File: src/design/sprc_pkg.sv
// Shared constants, codes and types of the stack pattern removal core.
// Used by every module of the block but the stack RAM; depends on nothing.
`default_nettype none

package sprc_pkg;

	localparam int STACK_DEPTH  = 4096;
	localparam int MAX_PATTERN  = 32;

	localparam int ADDR_W       = $clog2(STACK_DEPTH);
	localparam int DEPTH_W      = $clog2(STACK_DEPTH + 1);
	localparam int CHAR_W       = 8;
	localparam int ACTION_W     = 2;
	localparam int READ_INDEX_W = 12;
	localparam int LEN_W        = 6;
	localparam int KW           = (MAX_PATTERN > 1) ? $clog2(MAX_PATTERN) : 1;

	localparam int CFG_DATA_W   = 64;
	localparam int NUM_PAT_REGS = (MAX_PATTERN + 7) / 8;
	localparam int PATTERN_W    = NUM_PAT_REGS * CFG_DATA_W;
	localparam int CFG_IDX_W    = $clog2(NUM_PAT_REGS + 1);

	localparam logic [CFG_IDX_W-1:0] CFG_PATTERN_LENGTH = CFG_IDX_W'(0);
	localparam int                   CFG_PATTERN_BASE   = 1;
	localparam logic [LEN_W-1:0]     PATTERN_LENGTH_RST = LEN_W'(1);

	localparam logic [ACTION_W-1:0] ACT_PUSH  = 2'd0;
	localparam logic [ACTION_W-1:0] ACT_READ  = 2'd1;
	localparam logic [ACTION_W-1:0] ACT_CLEAR = 2'd2;

	typedef enum logic [2:0] {
		S_IDLE,
		S_CMP,
		S_CMP_LAST,
		S_READ,
		S_DONE
	} state_t;

	typedef struct packed {
		logic [LEN_W-1:0]     len;
		logic [PATTERN_W-1:0] pattern;
	} cfg_t;

	typedef struct packed {
		logic              we;
		logic [ADDR_W-1:0] waddr;
		logic [CHAR_W-1:0] wdata;
		logic              re;
		logic [ADDR_W-1:0] raddr;
	} mem_req_t;

	typedef struct packed {
		logic [DEPTH_W-1:0] depth;
		logic               exploded;
		logic               overflow;
		logic [CHAR_W-1:0]  read_char;
		logic               read_valid;
	} result_t;

endpackage

`default_nettype wire

File: src/design/sprc_cfg_regs.sv
// Configuration registers: pattern length and packed pattern characters.
// Depends on sprc_pkg.
`default_nettype none

module sprc_cfg_regs (
	input  wire logic                               clk,
	input  wire logic                               arst_n,
	input  wire logic                               cfg_wr_en,
	input  wire logic [sprc_pkg::CFG_IDX_W-1:0]     cfg_index,
	input  wire logic [sprc_pkg::CFG_DATA_W-1:0]    cfg_wr_data,
	output sprc_pkg::cfg_t                          cfg
);

	logic [sprc_pkg::LEN_W-1:0]      len_q;
	logic [sprc_pkg::CFG_DATA_W-1:0] pat_q [sprc_pkg::NUM_PAT_REGS];

	always_ff @(posedge clk or negedge arst_n) begin
		if (!arst_n) begin
			len_q <= sprc_pkg::PATTERN_LENGTH_RST;
			for (int i = 0; i < sprc_pkg::NUM_PAT_REGS; i++) begin
				pat_q[i] <= '0;
			end
		end else if (cfg_wr_en) begin
			if (cfg_index == sprc_pkg::CFG_PATTERN_LENGTH) begin
				len_q <= cfg_wr_data[sprc_pkg::LEN_W-1:0];
			end
			for (int i = 0; i < sprc_pkg::NUM_PAT_REGS; i++) begin
				if (cfg_index == sprc_pkg::CFG_IDX_W'(sprc_pkg::CFG_PATTERN_BASE + i)) begin
					pat_q[i] <= cfg_wr_data;
				end
			end
		end
	end

	always_comb begin
		// saturate the length at the pattern capacity
		if (len_q > sprc_pkg::LEN_W'(sprc_pkg::MAX_PATTERN)) begin
			cfg.len = sprc_pkg::LEN_W'(sprc_pkg::MAX_PATTERN);
		end else begin
			cfg.len = len_q;
		end
		for (int i = 0; i < sprc_pkg::NUM_PAT_REGS; i++) begin
			cfg.pattern[i*sprc_pkg::CFG_DATA_W +: sprc_pkg::CFG_DATA_W] = pat_q[i];
		end
	end

endmodule

`default_nettype wire

File: config.mk
export PLATFORM = sky130hd
export DESIGN_NAME = sprc_cfg_regs
export DESIGN_NICKNAME = d
export VERILOG_FILES = /design/src/design/sprc_pkg.sv /design/src/design/sprc_cfg_regs.sv
export SDC_FILE = /design/constraint.sdc
export NUM_CORES = 1
export LEC_CHECK = 0
export ABC_CLOCK_PERIOD_IN_PS = 1000
export CAP_MARGIN = 40
export CORE_MARGIN = 2
export CORE_UTILIZATION = 30
export CTS_BUF_LIST = sky130_fd_sc_hd__clkbuf_4
export CTS_CLUSTER_SIZE = 8
export DETAILED_ROUTE_END_ITERATION = 8
export DONT_BUFFER_PORTS = 1
export PLACE_DENSITY = 0.49
export REMOVE_ABC_BUFFERS = 1
export SYNTH_ARGS = -nofsm -noshare
export SYNTH_HDL_FRONTEND = slang
export SYNTH_SLANG_ARGS = --single-unit
File: constraint.sdc
create_clock -name clk -period 1 [get_ports clk]
set_input_delay 0.1 -clock clk [delete_from_list [all_inputs] [get_ports clk]]
set_output_delay 0.1 -clock clk [all_outputs]
set_load 0.03 [all_outputs]
### Word-level counts from Yosys, hierarchy flattened

Index checks and enable logic that the tools add are counted.

* output and inout port bits: 262
* flip-flop bits (word level): 262
* logic and storage cells: 17

* magnitude comparators: 1
* multiplexer cells: 1
* reduce and logical (&&, ||, !) cells: 6
* equal/unequal tests: 4

Operators by type and width (count)
* AND reduction 2 bit: 5
* == test 3 x 2 -> 1 bit, second input constant: 2
* greater-than comparator 6 bit, second input constant: 1
* two-way mux 6 bit: 1
* == test 3 x 1 -> 1 bit, second input constant: 1
* == test 3 bit, second input constant: 1
* logical NOT 3 bit: 1

### Depth between registers and ports, before layout

Gate-level depths: netlist (run 1).

* word-level depth: 2
* depth in mapped cells: 4
* depth with buffers taken out: 2

### Least setup slack after synthesis (run 1)

Ideal clock, no wire load.

* path kind: input -> register
* from: input cfg_index[0] (netlist name)
* to: register len_q[1] (netlist name)
* path buffers: 0
* data required time: 875 ps
* slack: -121 ps
* data arrival time: 997 ps
* stages on the path: 2
* path through: nor4b_2 > mux2_2

* word-level cells in the longest chain between the ends: 2

RTL lines
* start: declaration: RTL line sprc_cfg_regs.sv:9 `input wire logic [sprc_pkg::CFG_IDX_W-1:0] cfg_index,`
* logical NOT 3 bit: RTL line sprc_cfg_regs.sv:24 `if (cfg_index == sprc_pkg::CFG_PATTERN_LENGTH) begin`
* AND reduction 2 bit (no line)
* end signal: assignment: RTL line sprc_cfg_regs.sv:19 `len_q <= sprc_pkg::PATTERN_LENGTH_RST;`
* end signal: assignment: RTL line sprc_cfg_regs.sv:25 `len_q <= cfg_wr_data[sprc_pkg::LEN_W-1:0];`
* end: declaration: RTL line sprc_cfg_regs.sv:14 `logic [sprc_pkg::LEN_W-1:0] len_q;`

No other way between the ends.
A chain may end at the register's enable or synchronous reset.

==> metrics, run 1 <==
Synth Cell Area 9880 um2; DR DRC count 0; H-Tree Depth 3; share of cells above drive strength 1 66.8%; Slew @ Worst Pin 0.620 ns; DR pass1 iterations 4; Static Leak 0.00706 uW; Max-slew headroom 58.7%; Max FO, Critical Path 2; most frequent cells in the layout 266 x buf_6, 260 x dfrtp_1, 251 x mux2_2; post-route ant nets 0; GRT overflow 0; final worst slack -0.583 ns; max-slew violation count 0; global-route wire length before repair 40,200 um; Clock Latency Late Sink 0.67 ns; fin crit share 158%; hold_buf cts 68; Synth Register Bits 262; Final setup viols 264; core area 32,500 um2; FF-to-FF Start cfg[91]; reg2reg end cfg[91]; Final HPWL DP 16,600 um; Avg Inst Size Synth 17.5 um2; met1 GRT Util 16.6%; FILL cells 2,832; met2 usage 24.9%; vias in the first global route 7,476; Netlist cell types 10; initial drt markers 119; DRT Wirelength 26,600 um; CP endpoint kind output port; Worst setup SP type flop; Final GP Congestion 0.742; Max Cap Violations 0; Period minus WS final 1.58 ns; CTS Sinks 262; row count 66; I/O Pins 332; Max Buffers Root-to-Sink 3; status complete, but fails checks; routed length per instance 17.8 um; cells on worst reg2reg path 3; crit path DAT 1.48 ns; commonest non-fill, non-tap cell in the layout buf_6; R2R Setup Slk -0.04 ns; setup repair after global routing missed its margin yes; Buffers on Ports 0; clock transition at the registers of the reported paths 0.07 ns; largest net degree at the start of global routing 263; CTS buffer count 75; Hold Slack -0.889 ns; pre-CTS WS -0.233 ns; Syn. warnings 0; Seq/Total Area, Yosys 66.4%; Initial Utilization 30.4%; Synth Instances 563; nets 1,070; grt peak-use layer met2; overall routing resource usage 15.1%; CTS tree built; CP startpoint len_q[0]; WP data required 0.90 ns; worst vdd ir 0.00156 V; Die Area 34,400 um2; Clock Skews 0 ns; Die Y 185 um; via count 6,591; failing checks hold timing, setup timing; area grow syn2layout 55.8%; met3 Usage GRT 6.96%; Via density 4.41; Fin. Hold Viols 262; die width 185 um; initial antenna violation count 1; WS Path Type flop to output port; clk root buf clkbuf_4; Min-Delay Path Class input pin to async pin; Fmax 632 MHz; pwr dens 2500 nW/um2
layer usage:
metal | wire, um | up-vias | part of all wire [%]
met4 | 665 | 0 | 2.5
met1 | 10300 | 3362 | 39
met2 | 13100 | 255 | 49
met5 | 0 | - | 0
li1 | - | 2921 | -
met3 | 2550 | 53 | 9.6
cells by family (layout without fill, tap and decap cells):
family | Yosys count | in the layout | synth area share [%]
DFF | 262 | 262 | 66.4
muxes | 262 | 262 | 29.9
and+or+nand+nor | 10 | 10 | 0.938
other | 0 | 1 | 0
buffers and inverters | 29 | 516 | 2.79
cell type report:
cell class	instances	area [um2]	area share (%)
timing repair buffer	389	4250	27.6
clock buffer	105	788	5.12
clock inverter	22	135	0.878
tap	442	553	3.59
antenna	1	2.50	0.0163
multi-input combinational	272	3110	20.2
sequential	262	6560	42.6
how the worst max path moves through the flow:
stage               endpoint  cells past startpoint
floorplan           cfg[128]                      2
global placement     cfg[57]                      3
detailed placement   cfg[20]                      3
CTS                 cfg[256]                      2
global route        cfg[257]                      2
finish              cfg[256]                      2
sequential cells by signal, indices dropped and copies added (netlist names):
| register | cells |
|---|---|
| cfg | 256 |
| len_q | 6 |
timing repair:
| action | CTS | global route |
|---|---|---|
| pin swaps | 0 | 1 |
| gates cloned | 0 | 2 |
| resized for setup | 257 | 28 |
| endpoints found under the setup margin | 262 | 454 |
| endpoints found under the hold margin | 524 | 262 |
| setup buffers | 31 | 25 |
critical path: stages, from the launching register on:
cell,delay (ns)
dfstp_2,0.53
nor2b_4,0.14
buf_6,0.14
per-stage QoR:
step	utilization, %	power, uW	cell area (um2)	std cells	setup TNS [ns]
6_report	47.4	38400	15400	1493	-82.72
5_1_grt	47.4	40300	15400	1493	-113.54
4_1_cts	46.5	38500	15100	1473	-120.03
3_5_place_dp	37.9	26000	12300	1247	-50.12
3_3_place_gp	37.9	25700	12300	1247	-46.69
2_1_floorplan	-	21200	9600	534	-266.14
Yosys cell counts:
master	number	area share (%)
buf_6	21	2.4
and4bb_2	3	0.38
mux2_2	262	30
nor2b_1	5	0.32
nand4b_1	1	0.089
dfstp_2	1	0.27
dfrtp_1	261	66
nor4b_2	1	0.15
buf_2	7	0.35
clkbuf_1	1	0.038
where the power goes:
| part | switching [uW] | total (uW) | leakage [uW] | internal [uW] |
|---|---|---|---|---|
| Combinational | 7120 | 14000 | 0.00336 | 6910 |
| Clock | 4340 | 9660 | 0.000551 | 5320 |
| Sequential | 1750 | 14700 | 0.00314 | 13000 |
| Total | 13200 | 38400 | 0.00706 | 25200 |
No activity file was read; power rests on OpenSTA's default activity.
==> run 2, diff against run 1 <==
--- a/config.mk
+++ b/config.mk
@@ -8,12 +8,12 @@
 export ABC_CLOCK_PERIOD_IN_PS = 1000
 export CAP_MARGIN = 40
 export CORE_MARGIN = 2
-export CORE_UTILIZATION = 30
+export CORE_UTILIZATION = 60
 export CTS_BUF_LIST = sky130_fd_sc_hd__clkbuf_4
 export CTS_CLUSTER_SIZE = 8
 export DETAILED_ROUTE_END_ITERATION = 8
 export DONT_BUFFER_PORTS = 1
-export PLACE_DENSITY = 0.49
+export PLACE_DENSITY = 0.81
 export REMOVE_ABC_BUFFERS = 1
 export SYNTH_ARGS = -nofsm -noshare
 export SYNTH_HDL_FRONTEND = slang
==> constraint.sdc (replaced) <==
create_clock -name clk -period 1 [get_ports clk]
set_input_delay 0.1 -clock clk [delete_from_list [all_inputs] [get_ports clk]]
set_output_delay 0.1 -clock clk [all_outputs]
set_load 0.1 [all_outputs]
==> metrics, run 2 <==
status stopped before the end; Stop stage 3_5_place_dp; Err [ERROR DPL-0033] detailed placement checks failed during check placement.; Syn. warnings 0; Final HPWL DP 29,400 um; synth top area cells dfrtp_1 66%, mux2_2 30%, buf_6 2.4%; Buffers on Ports 0; Initial Utilization 61.7%; Yosys top cell by area dfrtp_1; Post-synth ARST share 100%; top post-synthesis cells by count 262 x mux2_2, 261 x dfrtp_1, 21 x buf_6, 7 x buf_2, 5 x nor2b_1; number of flops mapped to enable cells by yosys 0; Synth Instances 563; row count 46; Synth Cell Area 9880 um2; Top FF cell, synth dfrtp_1; most numerous cell in the Yosys netlist mux2_2; Synth Register Bits 262; top cell type's share of synthesized area 66.1%; Netlist cell types 10; Avg Inst Size Synth 17.5 um2; Seq/Total Area, Yosys 66.4%; I/O Pins 332; die width 132 um; Die Y 132 um; Final GP Congestion 0.783
run 2: cell counts after synthesis:
No cell type changed its count.
run 2: logic make-up after synthesis:
logic type             synth area share, %
DFF                                   66.4
buffers and inverters                 2.79
and+or+nand+nor                      0.938
muxes                                 29.9
run 2: stage by stage:
stage | instances | hold WS, ns | TNS, ns | setup WS, ns
after global placement | 1024 | -0.188 | -37.59 | -0.174
after floorplan | 534 | -0.196 | -272.75 | -1.96
==> run 3, diff against run 2 <==
--- a/config.mk
+++ b/config.mk
@@ -8,12 +8,10 @@
 export ABC_CLOCK_PERIOD_IN_PS = 1000
 export CAP_MARGIN = 40
 export CORE_MARGIN = 2
-export CORE_UTILIZATION = 60
-export CTS_BUF_LIST = sky130_fd_sc_hd__clkbuf_4
-export CTS_CLUSTER_SIZE = 8
+export CORE_UTILIZATION = 40
 export DETAILED_ROUTE_END_ITERATION = 8
 export DONT_BUFFER_PORTS = 1
-export PLACE_DENSITY = 0.81
+export PLACE_DENSITY_LB_ADDON = 0.15
 export REMOVE_ABC_BUFFERS = 1
 export SYNTH_ARGS = -nofsm -noshare
 export SYNTH_HDL_FRONTEND = slang
==> metrics, run 3 (same netlist as run 1, synthesis figures left out) <==
status complete, but fails checks; failing checks hold timing, setup timing; pre-CTS WS -0.249 ns; Max Cap Violations 0; I/O Pins 332; Min-Delay Path Class input pin to async pin; worst path cell trace nor2b_2, buf_12; commonest non-fill, non-tap cell in the layout buf_12; dpl cells 1,132; GRT overflow 0; DR pass1 iterations 4; share of cells above drive strength 1 66.3%; global-route wire length before repair 43,300 um; Initial Utilization 40.7%; post-route ant nets 0; CP bufs+invs 1; # diodes 0; WS Path Type flop to output port; vias in the first global route 7,194; CP max stage delay 0.51 ns; Worst setup SP type flop; clock transition at the registers of the reported paths 0.06 ns; CTS Sinks 262; Non-Filler Instances 1,305; CP startpoint len_q[5]; worst vdd ir 0.00241 V; Via density 4.86; DRT Wirelength 28,100 um; Slew @ Worst Pin 0.316 ns; Final HPWL DP 18,900 um; Max FO, Critical Path 7; WP data required 0.90 ns; clk root buf clkbuf_16; CTS tree built; Static Leak 0.00772 uW; max FFs per register 256; crit path DAT 1.43 ns; routed length per instance 21.6 um; row count 57; FF-to-FF Start cfg[181]; final worst slack -0.528 ns; most frequent cells in the layout 270 x buf_12, 262 x mux2_2, 260 x dfrtp_1; fin crit share 153%; nets 1,033; Final setup viols 270; hold_buf cts 64; Period minus WS final 1.53 ns; Clock Latency Late Sink 0.53 ns; Cell Area, Placed 15,400 um2; H-Tree Depth 1; Die Area 26,000 um2; initial antenna violation count 0; pwr dens 3280 nW/um2; CP endpoint kind output port; DR DRC count 0; max-slew violation count 0; Hold Slack -0.748 ns; Buffers on Ports 0; Final GP Congestion 0.769; largest net degree at the start of global routing 263; Max Buffers Root-to-Sink 3; cell area after layout 17,500 um2; R2R Setup Slk -0.07 ns; die width 161 um; via count 6,336; Fin. Hold Viols 268; Max-slew headroom 78.8%; setup repair after global routing missed its margin yes; final core utilization 72.0%; slowest CP cell dfrtp_2; area grow syn2layout 76.7%; overall routing resource usage 21.4%; CP top delay family flip-flops; Clock Skews 0 ns; core area 24,200 um2; Fmax 654 MHz; CTS buffer count 27; Die Y 161 um; initial drt markers 263
[run 3: layout make-up]
cell class,instances,area [um2]
fill,1452,6800
sequential,262,6560
timing repair buffer,400,6540
multi-input combinational,272,3090
clock buffer,36,739
tap,324,405
clock inverter,11,119
[run 3: routing by layer]
metal	global-route usage (%)	up-vias	part of all wire, %
met3	7.68	37	9.0
li1	-	2794	-
met1	25.4	3257	37
met5	0	-	0
met2	37.7	248	52
met4	4.79	0	1.7
[run 3: power by group]
part           switching [uW]  internal (uW)
combinational           20200          11600
clock                    4070           5690
sequential               2620          13000
total                   26900          30200
[run 3: path summary, 6_finish.rpt]
path                       depth (start not counted)       end
max                                                2  cfg[260]
min                                                0  cfg[141]
max reg2reg                                        3  cfg[181]
min reg2reg                                        1  len_q[4]
max in group asynchronous                          0  len_q[0]
min in group clk                                   3  len_q[4]
[run 3: repair_timing]
| action | CTS | global route |
|---|---|---|
| cloned | 0 | 0 |
| endpoints found under the setup margin | 262 | 262 |
| gates resized for setup | 8 | 3 |
| pin swaps | 0 | 0 |
| endpoints found under the hold margin | 524 | 268 |
| buffers inserted | 36 | 26 |
[run 3: through the flow]
| step | TNS [ns] | power, uW | hold WS (ns) |
|---|---|---|---|
| finish | -59.83 | 57200 | -0.748 |
| global placement | -45.98 | 46000 | -0.186 |
| global route | -70.90 | 58700 | -0.777 |
| CTS | -65.71 | 57200 | -0.759 |
| detailed placement | -51.75 | 46400 | -0.184 |
| floorplan | -272.75 | 33800 | -0.196 |
