File: config.mk
export PLATFORM = sky130hd
export DESIGN_NAME = sprc_ctrl
export DESIGN_NICKNAME = d
export VERILOG_FILES = /design/src/design/sprc_pkg.sv /design/src/design/sprc_ctrl.sv
export SDC_FILE = /design/constraint.sdc
export NUM_CORES = 1
export LEC_CHECK = 0
export ABC_AREA = 1
export BUFFER_PORTS_ARGS = -buffer_cell sky130_fd_sc_hd__buf_2
export CELL_PAD_IN_SITES_DETAIL_PLACEMENT = 0
export CELL_PAD_IN_SITES_GLOBAL_PLACEMENT = 1
export CORE_ASPECT_RATIO = 0.9
export CORE_MARGIN = 10
export CORE_UTILIZATION = 33
export DETAILED_ROUTE_END_ITERATION = 10
export PLACE_DENSITY_LB_ADDON = 0.1
export SLEW_MARGIN = 20
export SYNTH_ARGS = -nofsm -noshare
export SYNTH_HDL_FRONTEND = slang
export SYNTH_SLANG_ARGS = --single-unit
File: constraint.sdc
create_clock -name clk -period 2.8 [get_ports clk]
set_input_delay 0.28 -clock clk [delete_from_list [all_inputs] [get_ports clk]]
set_output_delay 0.28 -clock clk [all_outputs]
set_load 0.01 [all_outputs]
File: src/design/sprc_pkg.sv
// Shared constants, codes and types of the stack pattern removal core.
// Used by every module of the block but the stack RAM; depends on nothing.
`default_nettype none

package sprc_pkg;

	localparam int STACK_DEPTH  = 4096;
	localparam int MAX_PATTERN  = 32;

	localparam int ADDR_W       = $clog2(STACK_DEPTH);
	localparam int DEPTH_W      = $clog2(STACK_DEPTH + 1);
	localparam int CHAR_W       = 8;
	localparam int ACTION_W     = 2;
	localparam int READ_INDEX_W = 12;
	localparam int LEN_W        = 6;
	localparam int KW           = (MAX_PATTERN > 1) ? $clog2(MAX_PATTERN) : 1;

	localparam int CFG_DATA_W   = 64;
	localparam int NUM_PAT_REGS = (MAX_PATTERN + 7) / 8;
	localparam int PATTERN_W    = NUM_PAT_REGS * CFG_DATA_W;
	localparam int CFG_IDX_W    = $clog2(NUM_PAT_REGS + 1);

	localparam logic [CFG_IDX_W-1:0] CFG_PATTERN_LENGTH = CFG_IDX_W'(0);
	localparam int                   CFG_PATTERN_BASE   = 1;
	localparam logic [LEN_W-1:0]     PATTERN_LENGTH_RST = LEN_W'(1);

	localparam logic [ACTION_W-1:0] ACT_PUSH  = 2'd0;
	localparam logic [ACTION_W-1:0] ACT_READ  = 2'd1;
	localparam logic [ACTION_W-1:0] ACT_CLEAR = 2'd2;

	typedef enum logic [2:0] {
		S_IDLE,
		S_CMP,
		S_CMP_LAST,
		S_READ,
		S_DONE
	} state_t;

	typedef struct packed {
		logic [LEN_W-1:0]     len;
		logic [PATTERN_W-1:0] pattern;
	} cfg_t;

	typedef struct packed {
		logic              we;
		logic [ADDR_W-1:0] waddr;
		logic [CHAR_W-1:0] wdata;
		logic              re;
		logic [ADDR_W-1:0] raddr;
	} mem_req_t;

	typedef struct packed {
		logic [DEPTH_W-1:0] depth;
		logic               exploded;
		logic               overflow;
		logic [CHAR_W-1:0]  read_char;
		logic               read_valid;
	} result_t;

endpackage

`default_nettype wire

File: src/design/sprc_ctrl.sv
// Sequencer: push/read/clear handling, top-of-stack compare loop,
// depth register and output register. Depends on sprc_pkg.
`default_nettype none

module sprc_ctrl (
	input  wire logic                                 clk,
	input  wire logic                                 arst_n,
	input  wire logic                                 in_valid,
	output logic                                      in_stall,
	input  wire logic [sprc_pkg::ACTION_W-1:0]        action,
	input  wire logic [sprc_pkg::CHAR_W-1:0]          char_in,
	input  wire logic [sprc_pkg::READ_INDEX_W-1:0]    read_index,
	output logic                                      out_valid,
	input  wire logic                                 out_stall,
	output sprc_pkg::result_t                         result,
	input  wire sprc_pkg::cfg_t                       cfg,
	output sprc_pkg::mem_req_t                        mem_req,
	input  wire logic [sprc_pkg::CHAR_W-1:0]          rdata
);

	sprc_pkg::state_t  state_q, state_d;
	sprc_pkg::result_t res_q, out_q, idle_res;

	logic [sprc_pkg::DEPTH_W-1:0] depth_q, base_q, d1;
	logic [sprc_pkg::LEN_W-1:0]   len_q, k_q;
	logic [sprc_pkg::KW-1:0]      k_s1;
	logic                         cmp_s1, match_q, rd_ok_q, out_valid_q;
	logic                         accept, out_load, full, need_cmp, char_eq;
	logic                         is_push, is_read;

	assign accept   = in_valid && (state_q == sprc_pkg::S_IDLE);
	assign is_push  = (action == sprc_pkg::ACT_PUSH);
	assign is_read  = (action == sprc_pkg::ACT_READ);
	assign full     = (depth_q == sprc_pkg::DEPTH_W'(sprc_pkg::STACK_DEPTH));
	assign d1       = depth_q + sprc_pkg::DEPTH_W'(1);
	assign need_cmp = (cfg.len != '0) && (d1 >= sprc_pkg::DEPTH_W'(cfg.len));
	assign char_eq  = (rdata == cfg.pattern[{k_s1, 3'b000} +: sprc_pkg::CHAR_W]);

	always_comb begin
		state_d = state_q;
		unique case (state_q)
			sprc_pkg::S_IDLE: begin
				if (accept) begin
					unique case (action)
						sprc_pkg::ACT_PUSH: begin
							state_d = (!full && need_cmp) ? sprc_pkg::S_CMP : sprc_pkg::S_DONE;
						end
						sprc_pkg::ACT_READ: state_d = sprc_pkg::S_READ;
						default:            state_d = sprc_pkg::S_DONE;
					endcase
				end
			end
			sprc_pkg::S_CMP: begin
				if (k_q == len_q - sprc_pkg::LEN_W'(1)) begin
					state_d = sprc_pkg::S_CMP_LAST;
				end
			end
			sprc_pkg::S_CMP_LAST: state_d = sprc_pkg::S_DONE;
			sprc_pkg::S_READ:     state_d = sprc_pkg::S_DONE;
			sprc_pkg::S_DONE: begin
				if (out_load) begin
					state_d = sprc_pkg::S_IDLE;
				end
			end
			default: state_d = sprc_pkg::S_IDLE;
		endcase
	end

	always_comb begin
		in_stall      = (state_q != sprc_pkg::S_IDLE);
		out_load      = (state_q == sprc_pkg::S_DONE) && (!out_valid_q || !out_stall);
		mem_req.we    = accept && is_push && !full;
		mem_req.waddr = sprc_pkg::ADDR_W'(depth_q);
		mem_req.wdata = char_in;
		mem_req.re    = (accept && is_read) || (state_q == sprc_pkg::S_CMP);
		if (state_q == sprc_pkg::S_CMP) begin
			mem_req.raddr = sprc_pkg::ADDR_W'(base_q + sprc_pkg::DEPTH_W'(k_q));
		end else begin
			mem_req.raddr = sprc_pkg::ADDR_W'(read_index);
		end
	end

	always_comb begin
		idle_res       = '0;
		idle_res.depth = depth_q;
		case (action)
			sprc_pkg::ACT_PUSH: begin
				if (full) begin
					idle_res.overflow = 1'b1;
				end else begin
					idle_res.depth = d1;
				end
			end
			sprc_pkg::ACT_CLEAR: idle_res.depth = '0;
			default: ;
		endcase
	end

	always_ff @(posedge clk or negedge arst_n) begin
		if (!arst_n) begin
			state_q     <= sprc_pkg::S_IDLE;
			depth_q     <= '0;
			cmp_s1      <= 1'b0;
			out_valid_q <= 1'b0;
		end else begin
			state_q <= state_d;
			cmp_s1  <= (state_q == sprc_pkg::S_CMP);
			if (state_q == sprc_pkg::S_DONE) begin
				depth_q <= res_q.depth;
			end
			if (out_load) begin
				out_valid_q <= 1'b1;
			end else if (!out_stall) begin
				out_valid_q <= 1'b0;
			end
		end
	end

	always_ff @(posedge clk) begin
		if (accept) begin
			base_q  <= d1 - sprc_pkg::DEPTH_W'(cfg.len);
			len_q   <= cfg.len;
			k_q     <= '0;
			match_q <= 1'b1;
			rd_ok_q <= (sprc_pkg::DEPTH_W'(read_index) < depth_q);
			res_q   <= idle_res;
		end
		if (state_q == sprc_pkg::S_CMP) begin
			k_q  <= k_q + sprc_pkg::LEN_W'(1);
			k_s1 <= k_q[sprc_pkg::KW-1:0];
		end
		if (cmp_s1) begin
			match_q <= match_q & char_eq;
		end
		if ((state_q == sprc_pkg::S_CMP_LAST) && match_q && char_eq) begin
			res_q.depth    <= base_q;
			res_q.exploded <= 1'b1;
		end
		if (state_q == sprc_pkg::S_READ) begin
			res_q.read_valid <= rd_ok_q;
			res_q.read_char  <= rd_ok_q ? rdata : '0;
		end
		if (out_load) begin
			out_q <= res_q;
		end
	end

	assign out_valid = out_valid_q;
	assign result    = out_q;

endmodule

`default_nettype wire

# Word-level counts from Yosys, hierarchy flattened
# Index checks and enable logic that the tools add are counted.
# word_totals
rom_bits	0
inputBits	296
mem_bits_rw	0
latchBits	0
memories	0
out_inout_bits	60
reg_bits	98
elab_cells	87
# classes
n_div	0
addsub	5
bitwise_logic	1
magnitude_cmp	2
n_eq_ne	13
n_mux	21
multipliers	0
reduce_logical	24
shifts	1
# ops
op	n
$shiftx 256x9->8	1
$pmux 13 s2	1
$mux 24	1
$mux 14	1
$add 13x1->13 const B	1
$eq 13x13->1 const B	1
$ge 13x6->1	1
$lt 12x13->1	1
$mux 13	1
$sub 13x6->13	1
$add 12x6->12	1
$mux 12	1
$mux 3	4
$mux 6	2
$pmux 3 s4	1
$logic_and 1x1->1	9
$mux 9	1
$eq 8x8->1	1
$mux 8	1
$reduce_bool 2->1	4
$add 6x1->6 const B	1
$eq 3x2->1 const B	2
$eq 6x6->1	1
$mux 1	6
other kinds (17)	22

# Logic depth before layout (Yosys ltp)
# Gate-level depths: netlist of the first run.
# logic_depth
word_depth	8
mapped_depth	18
depth_no_buf	16

# Worst setup path before layout of the first run
# Ideal clock, no wire load.
# synth_timing
kind	register to register
from	register depth_q[0] (netlist bit)
to	register base_q[10] (netlist bit), data pin
n_path_buf	0
synth_period_minus_slack_ns	2.455
setup_ns	0.265
required_ns	2.535
path_slack_ns	0.345
path_stages_with_launch	12
arrival_time_ns	2.190
path_cell_list	dfrtp_1 nand3_1 nor3_2 xor2_1 ha_1 nand2_1 inv_1 a221o_1 nor2_1 nand2_1 nor3_1 xnor2_1
# synth_via
elab_chain_cells	2
# synth_lines
element	line_no	source
from (decl)	sprc_ctrl.sv:24	logic [sprc_pkg::DEPTH_W-1:0] depth_q, base_q, d1;
from (signal assigned)	sprc_ctrl.sv:109	depth_q <= res_q.depth;
$add 13x1->13	sprc_ctrl.sv:35	assign d1 = depth_q + sprc_pkg::DEPTH_W'(1);
$sub 13x6->13	sprc_ctrl.sv:121	base_q <= d1 - sprc_pkg::DEPTH_W'(cfg.len);
to (signal assigned)	sprc_ctrl.sv:121	
to (decl)	sprc_ctrl.sv:24	
# Every way passes these cells.
# A chain may end at the register's enable or synchronous reset.

==> metrics.yaml, run 1 <==
synth:
  synthFlopType: "edfxtp_1"
  post_synth_num_cell_types: 41
  synthMostInstantiatedCell: "nand2_1"
  syn_nets: 1502
  synth-async-reset-ratio: 0.184
  synth.largest_area_cell: "edfxtp_1"
  avgSynthCellArea_um2: 6.81
  synth-seq-cells: 98
  yosys-top-cells-count: "nand2_1, nand3_1, edfxtp_1, inv_1, nor2_1"
  synthCells: 1177
  ys.warnings.count: 0
  synth_edf_count: 79
  seq_area_frac_synth: 0.355
  synth_area_leaders: "edfxtp_1, nand2_1, nand3_1"
  synth_top_cell_area_share: 0.296
  syn_area_um2: 8020
sta:
  max_freq_ghz: 0.376
  fin_crit_sh: 0.949
  drv_slew: 0
  clock_skew_ps: 8.72
  tns_ps: 0
  final-hold-violation-count: 0
  relSlewSlack: 0.566
  setup_violations: 0
  worst_pin_slew_ps: 645
  fin_crit_ps: 2660
  rsz0062_at_grt: "no"
run_status:
  status: "complete, no violations"
worst_setup_path:
  startpoint: "base_q[3]"
  crit_path_max_incr_delay_ps: 450
  setup.worst_path.end_class: "output port"
  crit_path_start_kind: "flip-flop"
  critPathSlowestCell: "edfxtp_1"
  critPathMaxFanout: 4
  critical_path_class: "reg -> out"
  path_common_cell: "nand2_1"
  reg2reg_slack_ps: 180
  r2r_start: "k_s1[0]"
  cp.required_ps: 2520
  crit_chain: "ha_1, a21oi_1, o21ai_2, nand2_1, nand2_1, a21oi_4, nor3_2, or2_2, a31oi_1, buf_2"
  crit_arrival_ps: 2380
clock_network:
  clock_latency_ps: 350
  cts.sinks: 98
  numCtsBuffers: 9
  h-tree-depth: 3
  path_clk_slew_ps: 70
  cts_buffer_depth: 2
  cts-root-buf: "clkbuf_16"
  cts_tree: "yes"
floorplan:
  ios: 356
  die-area_um2: 30900
  die_h_um: 168
  die_w_um: 184
  core-area_um2: 24100
  num_rows: 54
  start_util: 0.333
run:
  cap_viol_max_count: 0
global_routing:
  grt_pass1_vias: 8848
  grt_max_degree: 65
  gr-total-overflow: 0
  antenna_found_initial: 7
  track_usage: 0.219
  grt_first_pass_wirelength_mm: 53.1
drt:
  drt-total-wl_mm: 36.2
  firstDrtPassIters: 5
  drtIter0Drc: 825
  antenna_left: 0
  vias: 9167
  wl_per_cell_um: 19.8
  drc: 0
  viasPerCell: 5.01
min_path:
  hold_class: "in -> reg"
  hold_start: "cfg[258]"
layout:
  final_util: 0.451
  multi_input_area_um2: 4550
  fin_nets: 1836
  fill_cells: 2625
  drive_above_1_share: 0.296
  seq_area_um2: 2840
  syn_to_final_growth_pct: 35.2
pwr:
  p_per_area_nw_per_um2: 819
  power_mw: 8.88
  vdd_drop_max_mv: 0.366
  p_leak_nw: 5.50
place:
  dpl.hpwl_mm: 28.9
  port_buffers: 339
  gp_congestion: 0.902
-- placed cells by master, fill, tap and decap left out, types with 3 or more instances in the layout --
cell	instances
a21oi_1	27
a32oi_1	5
buf_12	10
buf_2	339
buf_4	42
clkbuf_16	16
clkinv_4	5
dfrtp_1	18
diode_2	6
edfxtp_1	79
ha_1	25
inv_1	69
nand2_1	447
nand3_1	246
nand3_2	6
nand4_1	9
nor2_1	63
nor2_2	3
nor3_1	6
o21ai_0	17
or2_2	4
xnor2_1	11
xor2_1	20
-- per-stage QoR --
step	std cells	setup slack, ps	area (um2)	hold slack [ps]
floorplan	1177	345	8020	-15.6
global placement	1790	229	10100	260
detailed placement	1790	182	10100	269
CTS	1807	7.96	10400	111
global route	1829	10.3	10800	120
finish	1830	142	10800	116
-- worst max-delay path: cells and delay by family, from the launching register on --
family	cells	cell delay, ps
fa+ha+maj	1	390
buf+inv	1	150
simple gates	4	490
compound gates	4	560
flops	1	450
-- path summary, 6_finish.rpt --
path / to / cells after the start
max: mem_req[10] / 10
min: len_q[2] / 1
max reg2reg: res_q[23] / 17
min reg2reg: result[9] / 0
max in group asynchronous: depth_q[0] / 2
min in group asynchronous: depth_q[7] / 2
-- metal layers --
layer,routed length (um),vias to the layer above,global-route usage
met2,16100,369,0.339
met3,3110,22,0.0497
met5,13,-,0
li1,-,4567,-
met1,16700,4207,0.307
met4,252,2,0.0377
-- flip-flops by register name, indices dropped and copies added, names as in the netlist --
name,flops
res_q,24
result,24
base_q,13
depth_q,13
k_q,6
len_q,6
k_s1,5
state_q,3
cmp_s1,1
match_q,1
out_valid,1
rd_ok_q,1
-- report_power, final --
group          total, mW  switching, mW  internal, mW
logic               4.92           3.00          1.92
clock network       1.22          0.604         0.621
registers           2.73          0.406          2.32
-- kinds of logic after synthesis --
group	after synthesis	synth area share
flip-flops	98	0.355
XOR/XNOR	32	0.0350
AO/OA/AOI/OAI	68	0.0493
adder cells (fa/ha/maj)	29	0.0471
buffers and inverters	153	0.0922
AND/OR/NAND/NOR	797	0.422
-- area by class of cell --
cell class / instances / area share
multi-input combinational: 926 / 0.420
clock inverter: 7 / 0.00612
tap: 308 / 0.0355
sequential: 98 / 0.262
clock buffer: 9 / 0.0208
inverter: 72 / 0.0254
timing repair inverter: 1 / 0.000462
timing repair buffer: 403 / 0.228
antenna: 6 / 0.00139
-- timing repair --
action	CTS	global route
hold buffers	1	0
hold endpoints to repair	18	0
endpoints found under the setup margin	2	27
gates cloned	0	8
pin swaps	0	5
setup buffers	0	9
resized for setup	1	33
Power figures use the tool's default switching activity.
==> inputs of run 2 (changes only) <==
- CORE_UTILIZATION: 33 -> 30
- clock period: 2.8 -> 2.2 ns (I/O delays scaled with it)
==> run 2 against run 1 <==
The flow now finishes with violations (setup timing). Critical path depth increased by 10. Clock-buffer cell count unchanged. Register-to-register slack got worse by 490 ps. Routed wire length increased by 12%. Clock skew increased by 1.1 ps. First-iteration DRC count increased by 4.6%. Flip-flop and latch count unchanged. Sequential power increased by 29%. Hold slack got worse by 60 ps. Combinational power increased by 80%. Die area increased by 8.8%. Critical endpoint is now res_q[13]. Highest routed layer unchanged.
==> metrics.yaml, run 2 (same netlist as run 1, synthesis figures left out) <==
pwr:
  clkPwrFrac: 0.118
  switching_share: 0.436
  cellInternalPower_mw: 7.92
  p_comb_frac: 0.632
  sequentialPowerShare: 0.250
  vdd_drop_max_mv: 0.593
  power_mw: 14.1
  p_leak_nw: 6.34
  p_per_area_nw_per_um2: 1080
  p_sw_mw: 6.13
place:
  placed_area_um2: 10800
  gp_congestion: 0.892
  dpl.hpwl_mm: 30.6
  place_ws_ps: -362
  port_buffers: 339
clock_network:
  h-tree-depth: 3
  cts_buffer_depth: 2
  numCtsBuffers: 9
  clock_latency_ps: 350
  cts-root-buf: "clkbuf_16"
  cts_tree: "yes"
  path_clk_slew_ps: 80
  cts.sinks: 98
sta:
  fin_crit_ps: 2510
  final-hold-violation-count: 0
  rsz0062_at_grt: "yes"
  max_freq_ghz: 0.398
  clock_skew_ps: 9.77
  worst_pin_slew_ps: 490
  drv_slew: 0
  relSlewSlack: 0.673
  setup_ws_ps: -314
  setup_violations: 46
  hold_ws_ps: 56.2
  fin_crit_sh: 1.14
drt:
  vias: 9933
  drt-total-wl_mm: 40.5
  drtIter0Drc: 863
  drc: 0
  firstDrtPassIters: 5
  wl_per_cell_um: 20.4
  antenna_left: 0
  viasPerCell: 5.00
min_path:
  hold_class: "in -> reg"
  hold_depth: 1
worst_setup_path:
  crit_arrival_ps: 2730
  cp.required_ps: 2410
  critical_path_class: "reg -> reg"
  ff2ff_path_depth: 20
  reg2reg_slack_ps: -310
  crit_path_start_kind: "flip-flop"
  critPathMaxFanout: 7
  setup.worst_path.end_class: "flip-flop"
run_status:
  status: "finished with violations"
  violations: "setup timing"
global_routing:
  grt_first_pass_wirelength_mm: 58.9
  gr-total-overflow: 0
  track_usage: 0.227
  grt_pass1_vias: 9748
  grt_max_degree: 28
  antenna_found_initial: 10
layout:
  fin_nets: 1950
  syn_to_final_growth_pct: 62.2
  final_cell_mix: "nand2_1, buf_2, nand3_1, buf_4, edfxtp_1"
  final_util: 0.496
  drive_above_1_share: 0.430
  layout_commonest_cell: "nand2_1"
  design_area_um2: 13000
floorplan:
  ios: 356
  die_h_um: 175
  num_rows: 56
  die_w_um: 192
  start_util: 0.306
  core-area_um2: 26200
  die-area_um2: 33700
run:
  cap_viol_max_count: 0
## run 2: final cells by class
| cell class | count | area (um2) |
|---|---|---|
| Fill cell | 2688 | 13200 |
| Inverter | 72 | 299 |
| Clock inverter | 7 | 87.6 |
| Sequential cell | 98 | 2850 |
| Timing Repair inverter | 1 | 8.76 |
| Antenna cell | 8 | 20.0 |
| Timing Repair Buffer | 516 | 3760 |
| Multi-Input combinational cell | 927 | 5320 |
| Clock buffer | 9 | 225 |
| Tap cell | 348 | 435 |
## run 2: per-stage QoR
stage               instances  setup TNS, ps
detailed placement       1906         -10800
global placement         1906         -10300
CTS                      1957          -9040
global route             1986         -17590
finish                   1986         -10310
floorplan                1177           -418
## run 2: final timing paths
path                                to  startpoint
max in group asynchronous   depth_q[1]      arst_n
max reg2reg                  res_q[13]     k_s1[0]
min reg2reg                  result[3]    res_q[3]
min                           len_q[2]    cfg[258]
min in group asynchronous  depth_q[11]      arst_n
max                          res_q[13]     k_s1[0]
## run 2: layer usage
metal	wire, um	global-route usage	up-vias
met4	472	0.0536	4
met5	27	0	-
met3	3230	0.0434	39
met1	18700	0.321	4698
li1	-	-	4809
met2	18100	0.346	383
## run 2: power groups by stage
stage,Combinational (mW),Clock [mW],Sequential (mW)
finish,8.88,1.66,3.51
global placement,6.95,0,3.45
global route,9.63,1.78,3.58
floorplan,3.70,0,3.43
CTS,8.27,1.69,3.46
detailed placement,6.95,0,3.46
## run 2: critical path, cell delays in order, from the launching register on
cell,delay (ps)
edfxtp_1,390
buf_6,160
clkinv_8,100
buf_12,160
clkbuf_16,160
nand2_4,50
nand3_2,60
nand3_2,90
nand2_1,60
nand2_1,70
nand3_2,70
buf_6,120
nand3_2,40
nand2_1,50
nor2_1,90
nand2_1,90
nor2_4,180
buf_6,130
clkbuf_16,150
nand3_2,70
nand2_2,90
## run 2: timing repair
action / in CTS / in global routing
hold buffers: 1 / 0
pin swaps: 57 / 61
gates resized for setup: 140 / 100
setup buffers: 24 / 15
hold endpoints to repair: 18 / 0
cloned: 13 / 10
setup endpoints to repair: 47 / 51
==> inputs of run 3 (changes only) <==
- PLACE_DENSITY: unset -> 0.9
- PLACE_DENSITY_LB_ADDON: 0.1 -> unset
==> run 3 against run 2 <==
Flip-flop and latch count unchanged. Utilization decreased by 2.2 points. Highest routed layer is now met4. Critical endpoint is now mem_req[10]. Routed wire length decreased by 3.3%. Sequential power decreased by 1%. The run still ends with setup timing left. Final area decreased by 4.5%. Via count increased by 2.0%. Final cell count decreased by 0.91%. Sequential share of layout area increased by 1.0 points. Fmax decreased by 4.3%. Register-to-register slack got worse by 30 ps. Clock power decreased by 5%. Largest power group unchanged.
==> metrics.yaml, run 3 (same netlist as run 1, synthesis figures left out) <==
pwr:
  vdd_drop_max_mv: 0.622
  p_per_area_nw_per_um2: 1110
  p_leak_nw: 6.10
drt:
  drt-total-wl_mm: 39.1
  viasPerCell: 5.15
  drc: 0
  antenna_left: 0
  firstDrtPassIters: 5
  wl_per_cell_um: 19.9
  drtIter0Drc: 1024
  vias: 10133
floorplan:
  die_h_um: 175
  core-area_um2: 26200
  start_util: 0.306
  ios: 356
  die_w_um: 192
  die-area_um2: 33700
  num_rows: 56
clock_network:
  numCtsBuffers: 9
  clock_latency_ps: 350
  cts_tree: "yes"
  h-tree-depth: 3
  cts-root-buf: "clkbuf_16"
  cts_buffer_depth: 2
  cts.sinks: 98
  path_clk_slew_ps: 70
layout:
  fill_cells: 2583
  drive_above_1_share: 0.402
  fin_nets: 1933
  layout_commonest_cell: "nand2_1"
  syn_to_final_growth_pct: 54.8
  final_cell_mix: "nand2_1, buf_2, nand3_1, buf_4, edfxtp_1"
global_routing:
  grt_pass1_vias: 9680
  grt_first_pass_wirelength_mm: 56.8
  grt_max_degree: 51
  track_usage: 0.215
  antenna_found_initial: 6
  gr-total-overflow: 0
worst_setup_path:
  critPathSlowestCell: "edfxtp_1"
  critPathTopFamily: "simple AND/OR/NAND/NOR gates"
  path_common_cell: "nand2_2"
  crit_chain: "ha_2, inv_2, fa_2, o21ai_2, nand2_2, nand2_2, a21oi_2, nor3_2, or2_2, a31oi_4, buf_6"
  path_buf_inv: 2
  reg2reg_slack_ps: -340
  crit_path_max_incr_delay_ps: 430
  crit_path_start_kind: "flip-flop"
  cp.required_ps: 1980
  crit_arrival_ps: 2410
  setup.worst_path.end_class: "output port"
  r2r-end: "res_q[20]"
  ff2ff_path_depth: 17
  startpoint: "base_q[0]"
  critPathMaxFanout: 3
  critical_path_class: "reg -> out"
  r2r_start: "k_s1[0]"
sta:
  hold_ws_ps: 97.1
  clock_skew_ps: 5.30
  tns_ps: -11930
  final-hold-violation-count: 0
  setup_violations: 47
  worst_pin_slew_ps: 486
  fin_crit_sh: 1.19
  max_freq_ghz: 0.380
  setup_ws_ps: -428
  drv_slew: 0
  relSlewSlack: 0.676
  fin_crit_ps: 2630
  rsz0062_at_grt: "yes"
run_status:
  status: "finished with violations"
  violations: "setup timing"
min_path:
  hold_depth: 1
  hold_start: "cfg[257]"
  hold_class: "in -> reg"
  hold_end: "len_q[1]"
place:
  port_buffers: 339
  gp_congestion: 0.991
  dpl.hpwl_mm: 30.3
run:
  cap_viol_max_count: 0
run 3: changes by cell type in the layout (fill, tap and decap cells not counted), moves of 4 or more:
cell | before | now
nand3_2 | 50 | 31
nand3_4 | 8 | 2
clkbuf_16 | 18 | 14
nand2_2 | 41 | 25
nand3_1 | 194 | 219
nand2_1 | 404 | 419
buf_16 | 11 | 2
run 3: layer usage:
| layer | GRT usage | up-vias | part of all wire |
|---|---|---|---|
| li1 | - | 4758 | - |
| met1 | 0.267 | 4789 | 0.40 |
| met2 | 0.374 | 518 | 0.49 |
| met3 | 0.0396 | 68 | 0.090 |
| met4 | 0.0491 | 0 | 0.022 |
| met5 | 0 | - | 0 |
run 3: worst max path at each step:
stage	depth (start not counted)	endpoint	slack (ps)
after global placement	11	base_q[10]	-320
after CTS	12	mem_req[8]	-370
final	11	mem_req[10]	-430
after floorplan	11	base_q[10]	-180
after global routing	12	mem_req[8]	-580
after detailed placement	11	base_q[10]	-390
run 3: cell type report:
| class | instances | area [um2] | share of cell area |
|---|---|---|---|
| multi-input combinational | 927 | 5190 | 0.418 |
| timing repair buffer | 500 | 3340 | 0.269 |
| sequential | 98 | 2850 | 0.229 |
| tap | 348 | 435 | 0.0351 |
| inverter | 72 | 295 | 0.0238 |
| clock buffer | 11 | 233 | 0.0187 |
| clock inverter | 5 | 56.3 | 0.00454 |
| antenna | 7 | 17.5 | 0.00141 |
run 3: per-stage QoR:
stage	power [mW]	cells	setup slack, ps	utilization	instance area [um2]
after CTS	13.0	1951	-373	0.451	11800
after global routing	14.6	1967	-579	0.474	12400
after floorplan	7.13	1177	-181	-	8060
final	13.8	1968	-428	0.474	12400
after global placement	10.1	1908	-323	0.415	10900
after detailed placement	10.2	1908	-393	0.415	10900
run 3: repair_timing:
| item | 4_1_cts | 5_1_grt |
|---|---|---|
| hold buffers | 1 | 0 |
| setup buffers | 30 | 12 |
| gates resized for setup | 98 | 94 |
| hold endpoints to repair | 18 | 0 |
| cloned | 1 | 6 |
| setup endpoints to repair | 48 | 60 |
| pin swaps | 44 | 58 |
run 3: power by group:
part           switching, mW  internal, mW  leakage (nW)
clock network          0.685         0.883         0.140
logic                   4.82          3.92          5.00
registers              0.512          2.96         0.962
